### src/hdl/apm_pkg.sv
package apm_pkg;
  localparam int unsigned HistoryLenDefault  = 5;
  localparam int unsigned SampleBitsDefault  = 12;
  localparam int unsigned Channels           = 4;
  localparam int unsigned CfgIdxBits         = 3;
  localparam int unsigned CfgDataBits        = 20;
  localparam int unsigned TickBits           = 10;
  localparam int unsigned MedBits            = 12;
  localparam int unsigned PowBits            = 25;
  localparam logic [TickBits-1:0] TickTop    = 10'd1023;

  typedef enum logic [CfgIdxBits-1:0] {
    REG_WEIGHT  = 3'd0,
    REG_WINDOW  = 3'd1,
    REG_VOFF1   = 3'd2,
    REG_VOFF2   = 3'd3,
    REG_AZERO   = 3'd4,
    REG_GAIN    = 3'd5
  } cfg_reg_e;

  typedef enum logic [1:0] {
    BK_IDLE,
    BK_SORT,
    BK_MUL,
    BK_OUT
  } bk_state_e;
endpackage

### src/hdl/apm_back.sv
module apm_back #(
  parameter int unsigned HistoryLen = apm_pkg::HistoryLenDefault
) (
  input  logic                        clk_i,
  input  logic                        rst_ni,
  input  logic                        job_valid_i,
  output logic                        job_ready_o,
  input  logic [4*HistoryLen*12-1:0]  job_hist_i,
  input  logic [11:0]                 voff1_i,
  input  logic [11:0]                 voff2_i,
  input  logic [11:0]                 azero_i,
  input  logic [19:0]                 gain_i,
  output logic                        out_valid_o,
  input  logic                        out_ready_i,
  output logic [11:0]                 med_o [4],
  output logic signed [24:0]          pow_o [2]
);
  import apm_pkg::*;

  localparam int unsigned PassBits = $clog2(HistoryLen + 1);

  bk_state_e st_q, st_d;
  logic [11:0] buf_q [Channels][HistoryLen];
  logic [PassBits-1:0] pass_q;
  logic [23:0] prod_q [2];
  logic neg_q [2];
  logic [44:0] mag_w [2];

  always_ff @(posedge clk_i or negedge rst_ni) begin
    if (!rst_ni) begin
      st_q <= BK_IDLE;
    end else begin
      st_q <= st_d;
    end
  end

  always_comb begin
    st_d = st_q;
    job_ready_o = 1'b0;
    out_valid_o = 1'b0;
    unique case (st_q)
      BK_IDLE: begin
        job_ready_o = 1'b1;
        if (job_valid_i) st_d = BK_SORT;
      end
      BK_SORT: if (pass_q == PassBits'(HistoryLen - 1)) st_d = BK_MUL;
      BK_MUL: st_d = BK_OUT;
      BK_OUT: begin
        out_valid_o = 1'b1;
        if (out_ready_i) st_d = BK_IDLE;
      end
      default: st_d = BK_IDLE;
    endcase
  end

  always_ff @(posedge clk_i) begin
    if (st_q == BK_IDLE) begin
      pass_q <= '0;
      for (int c = 0; c < Channels; c++)
        for (int h = 0; h < HistoryLen; h++)
          buf_q[c][h] <= job_hist_i[(c*HistoryLen+h)*12 +: 12];
    end
    if (st_q == BK_SORT) begin
      pass_q <= pass_q + 1'b1;
      // odd-even transposition: alternate parity each pass
      for (int c = 0; c < Channels; c++)
        for (int h = 0; h + 1 < HistoryLen; h++)
          if ((h % 2) == int'(pass_q[0]) && buf_q[c][h] > buf_q[c][h+1]) begin
            buf_q[c][h]   <= buf_q[c][h+1];
            buf_q[c][h+1] <= buf_q[c][h];
          end
    end
    if (st_q == BK_MUL) begin
      for (int p = 0; p < 2; p++) begin
        logic [11:0] v, vo, a;
        v  = buf_q[p][HistoryLen/2];
        a  = buf_q[p+2][HistoryLen/2];
        vo = p == 0 ? voff1_i : voff2_i;
        prod_q[p] <= 24'((v >= vo ? v - vo : vo - v)) * 24'((a >= azero_i ? a - azero_i : azero_i - a));
        neg_q[p]  <= (v < vo) ^ (a < azero_i);
      end
    end
  end

  always_comb begin
    for (int p = 0; p < 2; p++) begin
      mag_w[p] = (45'(prod_q[p]) * 45'(gain_i) + 45'd32768) >> 16;
      if (neg_q[p])
        pow_o[p] = (mag_w[p] > 45'd16777216) ? -25'sd16777216 : -$signed(25'(mag_w[p]));
      else
        pow_o[p] = (mag_w[p] > 45'd16777215) ? 25'sd16777215 : $signed(25'(mag_w[p]));
    end
    for (int c = 0; c < Channels; c++) med_o[c] = buf_q[c][HistoryLen/2];
  end
endmodule

### config.mk
export PLATFORM = sky130hd
export DESIGN_NAME = apm_back
export DESIGN_NICKNAME = d
export VERILOG_FILES = /design/src/hdl/apm_pkg.sv /design/src/hdl/apm_back.sv
export SDC_FILE = /design/constraint.sdc
export NUM_CORES = 2
export LEC_CHECK = 0
export BUFFER_PORTS_ARGS = -buffer_cell sky130_fd_sc_hd__buf_2
export CAP_MARGIN = 10
export CORE_MARGIN = 3
export CORE_UTILIZATION = 45
export DETAILED_ROUTE_END_ITERATION = 7
export GPL_TIMING_DRIVEN = 1
export PLACE_DENSITY = 0.67
export SLEW_MARGIN = 20
export SYNTH_ARGS = -nofsm -noshare
export SYNTH_HDL_FRONTEND = slang
export SYNTH_SLANG_ARGS = --single-unit
### constraint.sdc
create_clock -name clk_i -period 37.8 [get_ports clk_i]
set_input_delay 9.45 -clock clk_i [delete_from_list [all_inputs] [get_ports clk_i]]
set_output_delay 9.45 -clock clk_i [all_outputs]
set_load 0.005 [all_outputs]
=== Yosys cells after proc, flatten, opt, wreduce, memory -nomap -nowiden ===
Memories as Yosys holds them, arrays and structs flattened.
Index checks and enable logic that the tools add are counted.

* Memories kept: 3
* Memory bits (writable): 290
* Flip-flop bits (word level): 5

{| class="wikitable"
|+ Memories
! name !! words !! bits a word !! read ports !! clocked after Yosys merged registers in !! write ports !! RTL line !! source
|-
| buf_q || 4 || 60 || 4 || 0 || 4 || apm_back.sv:23 || <nowiki>logic [11:0] buf_q [Channels][HistoryLen];</nowiki>
|-
| prod_q || 2 || 24 || 2 || 0 || 2 || apm_back.sv:25 || <nowiki>logic [23:0] prod_q [2];</nowiki>
|-
| neg_q || 2 || 1 || 2 || 0 || 2 || apm_back.sv:26 || <nowiki>logic neg_q [2];</nowiki>
|}

* Reduce and logical (&&, ||, !) cells: 19
* Equal/unequal tests: 7
* Bitwise operators: 35
* $add $sub $neg: 13
* Multipliers: 4
* Multiplexer cells: 101
* Order comparisons: 28

{| class="wikitable"
|+ Operator list
! operator !! count
|-
| $mux 12 || 32
|-
| $gt 12x12->1 || 16
|-
| $mux 25 || 6
|-
| $sub 12x12->13 || 8
|-
| $mux 24 || 4
|-
| $add 44x16->45 const B || 2
|-
| $mul 24x20->44 || 2
|-
| $gt 29x24->1 const B || 2
|-
| $gt 29x25->1 const B || 2
|-
| $mux 1 || 53
|-
| $neg 25->25 || 2
|-
| $ge 12x12->1 || 4
|-
| $lt 12x12->1 || 4
|-
| $mul 24x24->24 || 2
|-
| $or 1x1->1 || 32
|-
| $logic_and 1x1->1 || 16
|-
| $pmux 2 s4 || 1
|-
| $mux 2 || 3
|-
| $mux 3 || 2
|-
| $ne 2x2->1 const B || 3
|-
| $eq 2x2->1 const B || 2
|-
| $add 3x1->3 const B || 1
|-
| $eq 3x3->1 const B || 1
|-
| $reduce_and 3->1 || 1
|-
| other kinds (5) || 6
|}

=== Logic depth before layout (Yosys ltp) ===
An unclocked memory read counts as a cell.

* Depth in word-level cells: 8
* Gate-level depth with buffers: 40
* Mapped depth without buffers: 38

=== Worst setup path after synthesis ===
Ideal clock, no wire load.

* Path kind: in2out
* Start point: input gain_i[5]
* End point: output pow_o[48] in the netlist's numbering
* Path buffers: 4
* Arrival: 17.219 ns
* Setup slack: 11.131 ns
* Required time: 28.350 ns
* Stages on the path: 30
* Path through: clkbuf_1 > clkbuf_1 > nand2_1 > fa_1 > inv_1 > fa_1 > inv_1 > fa_1 > inv_1 > fa_1 > fa_1 > fa_1 > inv_1 > fa_1 > inv_1 > ha_1 > clkbuf_1 > nand2_1 > o21ai_1 > a221o_1 > a21oi_1 > o31a_1 > o31ai_1 > nor2_1 > xnor2_1 > or4_4 > o41ai_4 > a21oi_2 > buf_6 > nor4_2

{| class="wikitable"
|+ RTL lines
! item !! RTL line !! source
|-
| start, declared || apm_back.sv:12 || <nowiki>input logic [19:0] gain_i,</nowiki>
|-
| end, declared || apm_back.sv:16 || <nowiki>output logic signed [24:0] pow_o [2]</nowiki>
|}

==> impl_metrics.env <==
export IMPL_met2_usage_pct=41.66
export IMPL_cp_arrival_ps=18780
export IMPL_cts_setup_buffers=0
export IMPL_top_usage_layer="met2"
export IMPL_hold_buffers=0
export IMPL_fin_tns_setup_ps=0
export IMPL_worstPathRequired_ps=28350
export IMPL_yosys_area_top_type="fa_1"
export IMPL_fin_worst_skew_ps=26.58
export IMPL_use_met3_pct=3.744
export IMPL_netlist_area_sq_um=71330
export IMPL_finalSetupViolCount=0
export IMPL_rows=145
export IMPL_die_h_microns=404.1
export IMPL_grt_total_usage_pct=24.86
export IMPL_critPathBufInv=8
export IMPL_cts_resized=0
export IMPL_rsz0062_at_grt="false"
export IMPL_utilization_pct=48.37
export IMPL_layout_filler_cells=14800
export IMPL_cts_buffers=34
export IMPL_outcome="completed"
export IMPL_hp_class="reg2reg"
export IMPL_final_nets=10330
export IMPL_worstPathMaxFanout=48
export IMPL_synth_area_top_cells="fa_1 (33%), ha_1 (14%), edfxtp_1 (12%), inv_1 (8.7%), and2_1 (4.7%)"
export IMPL_ys_ff_latch=295
export IMPL_grt_pass1_vias=58970
export IMPL_hold_violations=0
export IMPL_die_area_sq_um=163300
export IMPL_ys_flop_type="edfxtp_1"
export IMPL_cts_sinks=295
export IMPL_dp_hpwl_mm=162.3
export IMPL_use_met1_pct=33.07
export IMPL_gp_congestion=0.9343
export IMPL_initial_utilization_pct=45.46
export IMPL_max_freq_mhz=35.42
export IMPL_dr_pass1_iters=6
export IMPL_crit_path_max_incr_delay_ps=970
export IMPL_wl_per_cell_microns=19.79
export IMPL_clk_latency_ps=590
export IMPL_grt_pass1_wl_mm=322.9
export IMPL_drt_vias_per_instance=5.428
export IMPL_grt_max_degree=109
export IMPL_io_buffers=399
export IMPL_period_share_pct=74.69
export IMPL_cts_tree="done"
export IMPL_finalNonFillerCells=10150
export IMPL_antenna_found_initial=23
export IMPL_dp_cells=10080
export IMPL_ios=400
export IMPL_drive_above_1_share_pct=7.831
export IMPL_clk_path_buf_depth=3
export IMPL_synthCells=7979
export IMPL_cap_violations=0
export IMPL_critPathTopFamily="adder cells"
export IMPL_syn_nets=10250
export IMPL_area_growth_pct=6.413
export IMPL_clkTransAtPathRegs_ps=60
export IMPL_synth_top_area_share_pct=32.72
export IMPL_startpoint_type="input pin"
export IMPL_cts_root_buf="clkbuf_16"
export IMPL_ys_warn_count=0
export IMPL_end_kind="primary output"
export IMPL_criticalPathCategory="in2out"
export IMPL_antenna_left=0
export IMPL_slew_headroom_pct=24.37
export IMPL_synthArstFlopShare_pct=0.6780
export IMPL_synthTopCellsByCount="inv_1 (1645), fa_1 (1166), nand2_1 (873)"
export IMPL_synth_yosys_seq_area_share_pct=12.40
export IMPL_core_sq_um=156900
export IMPL_overflow=0
export IMPL_slew_violations=0
export IMPL_synth_cell_types=93
export IMPL_drt_iter0_drc=3943
export IMPL_period_needed_ps=28230
export IMPL_synth_edf_count=293
export IMPL_tightest_slew_ps=1131
export IMPL_drc=0
export IMPL_path_common_cell="fa_1"
export IMPL_num_vias=55120
export IMPL_yosysMostFrequentCell="inv_1"
export IMPL_syn_area_per_cell_sq_um=8.940
export IMPL_wl_mm=201.0
export IMPL_h_tree_depth=2
export IMPL_die_w_microns=404.1
export IMPL_worst_path_max_delay_cell="nor4bb_1"
## metal layers
layer,wire length (microns),up-vias
met1,84200,27480
met4,6968,26
met3,14850,382
met5,182,-
met2,94790,1998
li1,-,25230
## stage by stage
| step | hold slack, ps | setup WS, ps | instance area (sq um) |
|---|---|---|---|
| 3_3_place_gp | 591.7 | 9730 | 74750 |
| 2_1_floorplan | 560.4 | 11130 | 71330 |
| 5_1_grt | 637.4 | 9139 | 75880 |
| 3_5_place_dp | 598.8 | 9625 | 74760 |
| 4_1_cts | 611.2 | 9568 | 75850 |
| 6_report | 615.8 | 9567 | 75910 |
## registers in the layout (all words and copies together), names as in the netlist
signal	flops
buf_q	240
prod_q	48
pass_q	3
neg_q	2
st_q	2
## cells by family (layout without fill, tap and decap cells)
family,after synthesis,in the layout,synth area share (%)
fa+ha+maj,1972,1972,46.86
other cells,0,13,0
compound gates,1022,1022,9.216
buf+inv,2064,2168,11.14
mux,165,165,2.375
xor+xnor,202,202,2.549
flops,295,295,12.40
simple gates,2259,2259,15.46
## final cells by class
| class | instances | area (sq um) | area share [%] |
|---|---|---|---|
| repair buffers | 464 | 2487 | 3.277 |
| diodes | 13 | 32.53 | 0.04286 |
| well taps | 2058 | 2575 | 3.392 |
| inverters | 1646 | 6178 | 8.139 |
| clock inverters | 20 | 227.7 | 0.3000 |
| multi-input cells | 5620 | 54690 | 72.05 |
| clock buffers | 38 | 865.8 | 1.141 |
| flip-flops and latches | 295 | 8848 | 11.66 |
## tightest hold or removal path, delay by kind of cell, from the launching register on
family           cells  cell delay, ps
flip-flops           1             350
AND/OR/NAND/NOR      1             100
AO/OA/AOI/OAI        1              70
## placed cells by master, fill, tap and decap left out, types with 65 or more instances in the layout
master | Yosys | final
ha_1 | 806 | 805
nor2b_1 | 65 | 65
o21ai_0 | 309 | 309
a21o_1 | 121 | 121
inv_1 | 1645 | 1645
a21oi_1 | 241 | 238
and2_1 | 532 | 532
mux2i_1 | 131 | 131
buf_4 | 49 | 66
nor2_1 | 375 | 375
nand2b_1 | 81 | 81
fa_1 | 1166 | 1166
buf_2 | 6 | 398
nand2_1 | 873 | 873
xnor2_1 | 142 | 140
edfxtp_1 | 293 | 293
## final timing paths
check	cells after the start	from	slack (ps)	end
worst max-delay path	29	gain_i[3]	9570	pow_o[19]
worst min-delay path	2	buf_q[3][55]	620	buf_q[3][43]
worst max register to register	29	buf_q[2][24]	27350	prod_q[0][23]
worst min register to register	2	buf_q[3][55]	620	buf_q[3][43]
max in group asynchronous	1	rst_ni	29050	st_q[1]
min in group asynchronous	1	rst_ni	8660	st_q[0]
Power is not shown: default switching activity piles up to over one toggle a cycle in this logic, so the estimate is an artifact.
