===== src/hdl/apm_pkg.sv =====
package apm_pkg;
  localparam int unsigned HistoryLenDefault  = 5;
  localparam int unsigned SampleBitsDefault  = 12;
  localparam int unsigned Channels           = 4;
  localparam int unsigned CfgIdxBits         = 3;
  localparam int unsigned CfgDataBits        = 20;
  localparam int unsigned TickBits           = 10;
  localparam int unsigned MedBits            = 12;
  localparam int unsigned PowBits            = 25;
  localparam logic [TickBits-1:0] TickTop    = 10'd1023;

  typedef enum logic [CfgIdxBits-1:0] {
    REG_WEIGHT  = 3'd0,
    REG_WINDOW  = 3'd1,
    REG_VOFF1   = 3'd2,
    REG_VOFF2   = 3'd3,
    REG_AZERO   = 3'd4,
    REG_GAIN    = 3'd5
  } cfg_reg_e;

  typedef enum logic [1:0] {
    BK_IDLE,
    BK_SORT,
    BK_MUL,
    BK_OUT
  } bk_state_e;
endpackage


===== src/hdl/apm_front.sv =====
module apm_front #(
  parameter int unsigned HistoryLen = apm_pkg::HistoryLenDefault
) (
  input  logic                         clk_i,
  input  logic                         rst_ni,
  input  logic                         in_valid_i,
  output logic                         in_ready_o,
  input  logic [4*apm_pkg::SampleBitsDefault-1:0] in_data_i,
  input  logic [7:0]                   weight_i,
  input  logic [9:0]                   window_i,
  output logic                         job_valid_o,
  input  logic                         job_ready_i,
  output logic [4*HistoryLen*12-1:0]   job_hist_o
);
  import apm_pkg::*;

  localparam int unsigned SampleBits = SampleBitsDefault;
  localparam int unsigned LvlBits = SampleBits + 8;
  localparam int unsigned CntBits = $clog2(HistoryLen + 1);
  localparam int unsigned IdxBits = (HistoryLen > 1) ? $clog2(HistoryLen) : 1;

  logic [LvlBits-1:0] lvl_q [Channels];
  logic [LvlBits-1:0] peak_q [Channels];
  logic [TickBits-1:0] tick_q;
  logic [CntBits-1:0] cnt_q;
  logic [11:0] hist_q [Channels][HistoryLen];
  logic job_q;
  logic [LvlBits-1:0] lvl_d [Channels];
  logic close_w;
  logic acc_w;

  assign in_ready_o = !job_q;
  assign acc_w = in_valid_i && in_ready_o;
  assign close_w = (tick_q > window_i) || (tick_q >= TickTop);
  assign job_valid_o = job_q;

  always_comb begin
    for (int c = 0; c < Channels; c++) begin
      logic [LvlBits+8:0] s;
      s = (LvlBits+9)'(weight_i) * (LvlBits+9)'(lvl_q[c])
        + (LvlBits+9)'(9'd256 - 9'(weight_i))
          * (LvlBits+9)'({in_data_i[c*SampleBits +: SampleBits], 8'd0})
        + (LvlBits+9)'(128);
      lvl_d[c] = s[LvlBits+7:8];
    end
  end

  always_ff @(posedge clk_i or negedge rst_ni) begin
    if (!rst_ni) begin
      tick_q <= '0;
      cnt_q  <= '0;
      job_q  <= 1'b0;
      for (int c = 0; c < Channels; c++) begin
        lvl_q[c]  <= '0;
        peak_q[c] <= '0;
      end
    end else begin
      if (job_q && job_ready_i) job_q <= 1'b0;
      if (acc_w) begin
        for (int c = 0; c < Channels; c++) begin
          lvl_q[c] <= lvl_d[c];
          peak_q[c] <= close_w ? '0 : ((lvl_d[c] > peak_q[c]) ? lvl_d[c] : peak_q[c]);
        end
        if (close_w) begin
          tick_q <= '0;
          if (cnt_q < CntBits'(HistoryLen)) begin
            cnt_q <= cnt_q + 1'b1;
          end else begin
            cnt_q <= '0;
            job_q <= 1'b1;
          end
        end else begin
          tick_q <= tick_q + 1'b1;
        end
      end
    end
  end

  always_ff @(posedge clk_i) begin
    if (acc_w && close_w && cnt_q < CntBits'(HistoryLen)) begin
      for (int c = 0; c < Channels; c++) begin
        logic [LvlBits-1:0] pk;
        pk = (lvl_d[c] > peak_q[c]) ? lvl_d[c] : peak_q[c];
        hist_q[c][IdxBits'(cnt_q)] <= 12'(pk[LvlBits-1:8]);
      end
    end
  end

  always_comb begin
    for (int c = 0; c < Channels; c++)
      for (int h = 0; h < HistoryLen; h++)
        job_hist_o[(c*HistoryLen+h)*12 +: 12] = hist_q[c][h];
  end
endmodule


===== config.mk =====
export PLATFORM = sky130hd
export DESIGN_NAME = apm_front
export DESIGN_NICKNAME = d
export VERILOG_FILES = /design/src/hdl/apm_pkg.sv /design/src/hdl/apm_front.sv
export SDC_FILE = /design/constraint.sdc
export NUM_CORES = 2
export LEC_CHECK = 0
export BUFFER_PORTS_ARGS = -buffer_cell sky130_fd_sc_hd__buf_2
export CAP_MARGIN = 10
export CORE_ASPECT_RATIO = 1.4
export CORE_MARGIN = 8
export CORE_UTILIZATION = 65
export CTS_BUF_LIST = sky130_fd_sc_hd__clkbuf_8
export DETAILED_ROUTE_END_ITERATION = 16
export GPL_TIMING_DRIVEN = 0
export PLACE_DENSITY = 0.81
export SYNTH_ARGS = -nofsm -noshare
export SYNTH_HDL_FRONTEND = slang
export SYNTH_SLANG_ARGS = --single-unit

===== constraint.sdc =====
create_clock -name clk_i -period 9.1 [get_ports clk_i]
set_input_delay 0.91 -clock clk_i [delete_from_list [all_inputs] [get_ports clk_i]]
set_output_delay 0.91 -clock clk_i [all_outputs]
set_load 0.05 [all_outputs]

---- Yosys cells after proc, flatten, opt, wreduce, memory -nomap -nowiden ----
Memory sizes are Yosys's and may differ from the RTL's.
Index checks and enable logic that the tools add are counted.
word-level totals
  register bits after elaboration ......... 174
  latch bits .............................. 0
  RAM bits ................................ 240
  ROM bits ................................ 0
  bits of input ports ..................... 70
  word-level logic and storage cells ...... 79
  memories kept ........................... 1
operators by class
  $add $sub $neg .......................... 11
  multipliers ............................. 8
  divide/modulo/power cells ............... 0
  order comparisons ....................... 9
  equal/unequal tests ..................... 0
  shift-type cells ........................ 0
  multiplexer cells ....................... 18
  bitwise operators ....................... 1
  reduce and logical (&&, ||, !) cells .... 16
memory list
  memory  words  width  read ports  clocked after memory_dff  write ports  RTL line         RTL
  hist_q  4      60     4           0                         4            apm_front.sv:26  logic [11:0] hist_q [Channels][HistoryLen];
operators by type and width
  operator               number
  $mux 20                8
  $mul 29x12->20         4
  $add 28x28->28         4
  $add 28x8->28 const B  4
  $mul 8x20->28          4
  $gt 20x20->1           4
  $mux 60                1
  $demux 12 s3           1
  $mux 12                1
  $add 10x1->10 const B  1
  $ge 10x10->1 const B   1
  $gt 10x10->1           1
  $mux 10                1
  $reduce_and 2->1       5
  $sub 9x8->10 const A   1
  $reduce_bool 2->1      4
  $logic_and 1x1->1      5
  $mux 1                 5
  $ge 4x4->1 const B     1
  $lt 4x1->1 const B     1
  $not 3->4              1
  $add 3x1->3 const B    1
  $lt 3x3->1 const B     1
  $mux 3                 1
  2 further kinds        2

---- Depth between registers and ports, before layout ----
  depth after elaboration ................. 7
  gate-level depth with buffers ........... 48

---- Worst setup path after synthesis ----
Ideal clock, no wire load.
  path type ............................... in2reg
  start point ............................. in weight_i[3]
  end point ............................... mem hist_q[3][0] in the netlist's numbering, data pin
  arrival ................................. 11.314 ns
  data required time ...................... 8.806 ns
  setup slack ............................. -2.508 ns
  stages on the path ...................... 44
  cells stage by stage .................... buf_2 nor2_1 nand2_1 nor3_1 nor3b_1 buf_2 clkbuf_1 nand2_1 fa_1 inv_1 fa_1 fa_1 fa_1 inv_1 fa_1 inv_1 ha_1 inv_1 (+8 left out) a21o_1 a21oi_1 nor2_1 a21oi_1 o211ai_1 a21o_1 a21o_1 and2_1 ha_1 nand4_1 nor2_1 nand3_1 or3_1 o221a_2 a21oi_1 buf_2 clkbuf_1 o21ai_0
RTL lines
  element          RTL line         RTL
  start, declared  apm_front.sv:9   input logic [7:0] weight_i,
  end, declared    apm_front.sv:26

==> run_results.csv <==
group,metric,value,unit
finish,area_growth,17.05,%
placed_design,dp_hpwl,109700,um
setup_path,crit_arrival,11.37,ns
clock_tree,cts_sinks,414,
floorplanning,io_pins,312,
synthesis,synth_nets,6578,
sta,setup_ws,-1.892,ns
clock_tree,clockBufferDepth,3,
synthesis,yosys_warnings,0,
route,wl,144700,um
sta,finalCriticalPeriod,10.99,ns
status,status,"finished, violations left",
setup_path,worstSetupEndpointType,"flop",
floorplanning,start_util,65.49,%
synthesis,async_reset_ff_share,42.03,%
finish,final_nets,7082,
floorplanning,die_w,252.4,um
route,drt_drc_violations_left,0,
sta,hold_ws,0.1848,ns
placed_design,io_buffers,273,
finish,layout-drive-gt1-share,17.03,%
setup_path,worstRegToRegCells,27,
sta,clock_skew,0.04774,ns
synthesis,synth.avg_cell_area,9.739,sq um
clock_tree,cts_buffers,57,
synthesis,ys_seq_area_share,22.73,%
synthesis,synth_top_flop_cell,"edfxtp_1",
synthesis,syn_inst,5223,
setup_path,crit_cells,43,
floorplanning,die_y,347.0,um
route,via_per_inst,5.730,
setup_path,crit_top_cell,"fa_1",
status,violations,"negative setup slack",
clock_tree,cts.clk_slew.worst_paths,0.08,ns
synthesis,ys_ff_latch,414,
sta,setup_viol,324,
setup_path,cpPeakStageDelay,0.56,ns
floorplanning,core,77670,sq um
grt,grt_pass1_vias,40185,
setup_path,critPathLaunchType,"input pin",
setup_path,cp_num_buf_inv,10,
sta,hold_violations,0,
synthesis,yosysUniqueCellTypes,76,
grt,grtUsageTotal,31.70,%
sta,tightest_slew,1.366,ns
finish,fillCellCount,5059,
sta,period_share,120.8,%
route,avgRoutedWirePerCell,21.21,um
grt,antenna_found_initial,7,
floorplanning,dieArea,87590,sq um
flow_run,maxCapViolCount,0,
route,vias,39095,
sta,rsz0062_at_grt,"yes",
clock_tree,ctsRootBufferMaster,"clkbuf_8",
setup_path,worstPathRequired,9.48,ns
sta,maxSlewViolCount,0,
grt,grt_pass1_wl,216900,um
clock_tree,cts_tree,"built",
clock_tree,worst_skew_pair.late_latency,0.68,ns
clock_tree,htree_levels,2,
setup_path,critPathTopFamily,"adder cells",
sta,slew_headroom,8.935,%
placed_design,gp_congestion,0.9520,
setup_path,crit_type,"in -> reg",
sta,fmax,0.09097,GHz
route,drtIter0Drc,2682,
floorplanning,rows,121,
synthesis,netlist_area,50870,sq um
grt,overflow,0,
setup_path,worstPathMaxFanout,5,
route,drtAntennaViolNets,0,
route,dr.pass1.iters,10,
finish,utilization,76.66,%
synthesis,synth_edf_count,240,
setup_path,slowest_stage,"fa_1",
hold_path,hold_path.class,"in -> async",
grt,grt_max_degree,96,
## layout by cell type (no fill, tap or decap), drive strengths merged, types with 56 or more instances in the layout
cell / Yosys / layout
buf: 87 / 552
a21oi: 106 / 106
inv: 1033 / 1045
o21ai: 84 / 84
a22o: 74 / 74
edfxtp: 240 / 240
ha: 509 / 509
fa: 776 / 776
xnor2: 114 / 114
dfrtp: 174 / 174
xor2: 56 / 56
clkbuf: 158 / 201
nand2: 867 / 867
and2: 444 / 444
nor2: 86 / 86
## worst reg2reg max path, stage by stage (launching register included)
cell	delay [ns]
dfrtp_1	0.33
buf_1	0.35
nand2_1	0.16
fa_1	0.53
fa_1	0.51
inv_1	0.06
fa_1	0.53
inv_1	0.06
fa_1	0.47
inv_1	0.04
ha_1	0.29
a21oi_1	0.13
nor2b_1	0.08
o41ai_1	0.53
o21a_1	0.34
o211a_2	0.33
o21ai_1	0.13
a21o_1	0.24
xor2_1	0.54
ha_1	0.24
nand4_1	0.14
nor2_2	0.19
nand3_2	0.12
or3_4	0.39
o221a_4	0.27
a21oi_4	0.21
buf_6	0.17
mux2_4	0.34
## layout make-up
cell class                 instances  area (sq um)  share of cell area, %
antenna                            5         12.51                0.02102
clock inverter                    42         374.1                 0.6284
multi-input combinational       3531         36810                  61.83
inverter                        1033          3908                  6.563
tap                             1045          1308                  2.196
timing repair buffer             447          3139                  5.273
sequential                       414         11560                  19.42
buffer                           243          1554                  2.610
clock buffer                      63         867.1                  1.456
## kinds of logic after synthesis
| group | count (synthesis) | share of synthesized area [%] |
|---|---|---|
| AND/OR/NAND/NOR | 1577 | 14.61 |
| multiplexers | 53 | 1.173 |
| adder cells (fa/ha/maj) | 1285 | 43.06 |
| XOR/XNOR | 170 | 2.957 |
| flip-flops | 414 | 22.73 |
| AO/OA/AOI/OAI | 446 | 6.022 |
| buffers and inverters | 1278 | 9.448 |
## sequential cells by signal, indices dropped and copies added, names as in the netlist
name         flops
cnt_q            3
hist_q         240
job_valid_o      1
lvl_q           80
peak_q          80
tick_q          10
## worst paths after layout
path | to | slack (ns) | start
max reg2reg | hist_q[3][31] | 1.05 | lvl_q[7]
min in group clk_i | job_valid_o | 0.46 | job_ready_i
min | lvl_q[37] | 0.18 | rst_ni
max | hist_q[3][31] | -1.89 | weight_i[3]
min reg2reg | peak_q[19] | 0.50 | peak_q[19]
max in group asynchronous | peak_q[2] | 7.88 | rst_ni
## timing repair
item / CTS / global route
hold buffers: 0 / 0
endpoints found under the setup margin: 360 / 348
resized for setup: 190 / 319
pin swaps: 74 / 175
setup buffers: 70 / 63
cloned: 4 / 8
## through the flow
step	cell area, sq um	instances	setup TNS (ns)	setup WS, ns
floorplan	51670	5223	-404.85	-1.589
CTS	57440	6749	-506.43	-1.688
global route	59540	6823	-608.60	-2.162
detailed placement	54640	6571	-1105.47	-3.792
finish	59540	6823	-511.79	-1.892
global placement	54340	6541	-1652.95	-3.589
## synthesized netlist by cell type (8+ instances only)
| master | instances | share of area (%) |
|---|---|---|
| a211oi_1 | 22 | 0.32 |
| a21o_1 | 54 | 0.80 |
| a21oi_1 | 104 | 1.0 |
| a22o_1 | 74 | 1.3 |
| a31oi_1 | 12 | 0.15 |
| and2_1 | 444 | 5.5 |
| and3_1 | 21 | 0.26 |
| buf_1 | 80 | 0.59 |
| clkbuf_1 | 158 | 1.2 |
| dfrtp_1 | 174 | 8.6 |
| edfxtp_1 | 240 | 14 |
| fa_1 | 776 | 31 |
| ha_1 | 509 | 13 |
| inv_1 | 1032 | 7.6 |
| mux2_2 | 51 | 1.1 |
| nand2_1 | 866 | 6.4 |
| nand2b_1 | 15 | 0.18 |
| nand3_1 | 30 | 0.30 |
| nand4_1 | 24 | 0.30 |
| nor2_1 | 85 | 0.63 |
| nor2b_1 | 20 | 0.25 |
| nor3_1 | 36 | 0.35 |
| o211ai_1 | 8 | 0.12 |
| o21a_1 | 15 | 0.22 |
| o21ai_0 | 71 | 0.70 |
| o21ai_1 | 13 | 0.13 |
| o21bai_1 | 16 | 0.24 |
| xnor2_1 | 112 | 1.9 |
| xor2_1 | 56 | 0.96 |
## layer usage
| metal | wire (um) | vias up | GRT usage [%] |
|---|---|---|---|
| li1 | - | 17161 | - |
| met1 | 51220 | 19558 | 37.38 |
| met2 | 71840 | 1852 | 54.43 |
| met3 | 11890 | 524 | 5.167 |
| met4 | 9763 | 0 | 18.42 |
| met5 | 0 | - | 0 |
Power is not shown: default switching activity piles up to over one toggle a cycle in this logic, so the estimate is an artifact.
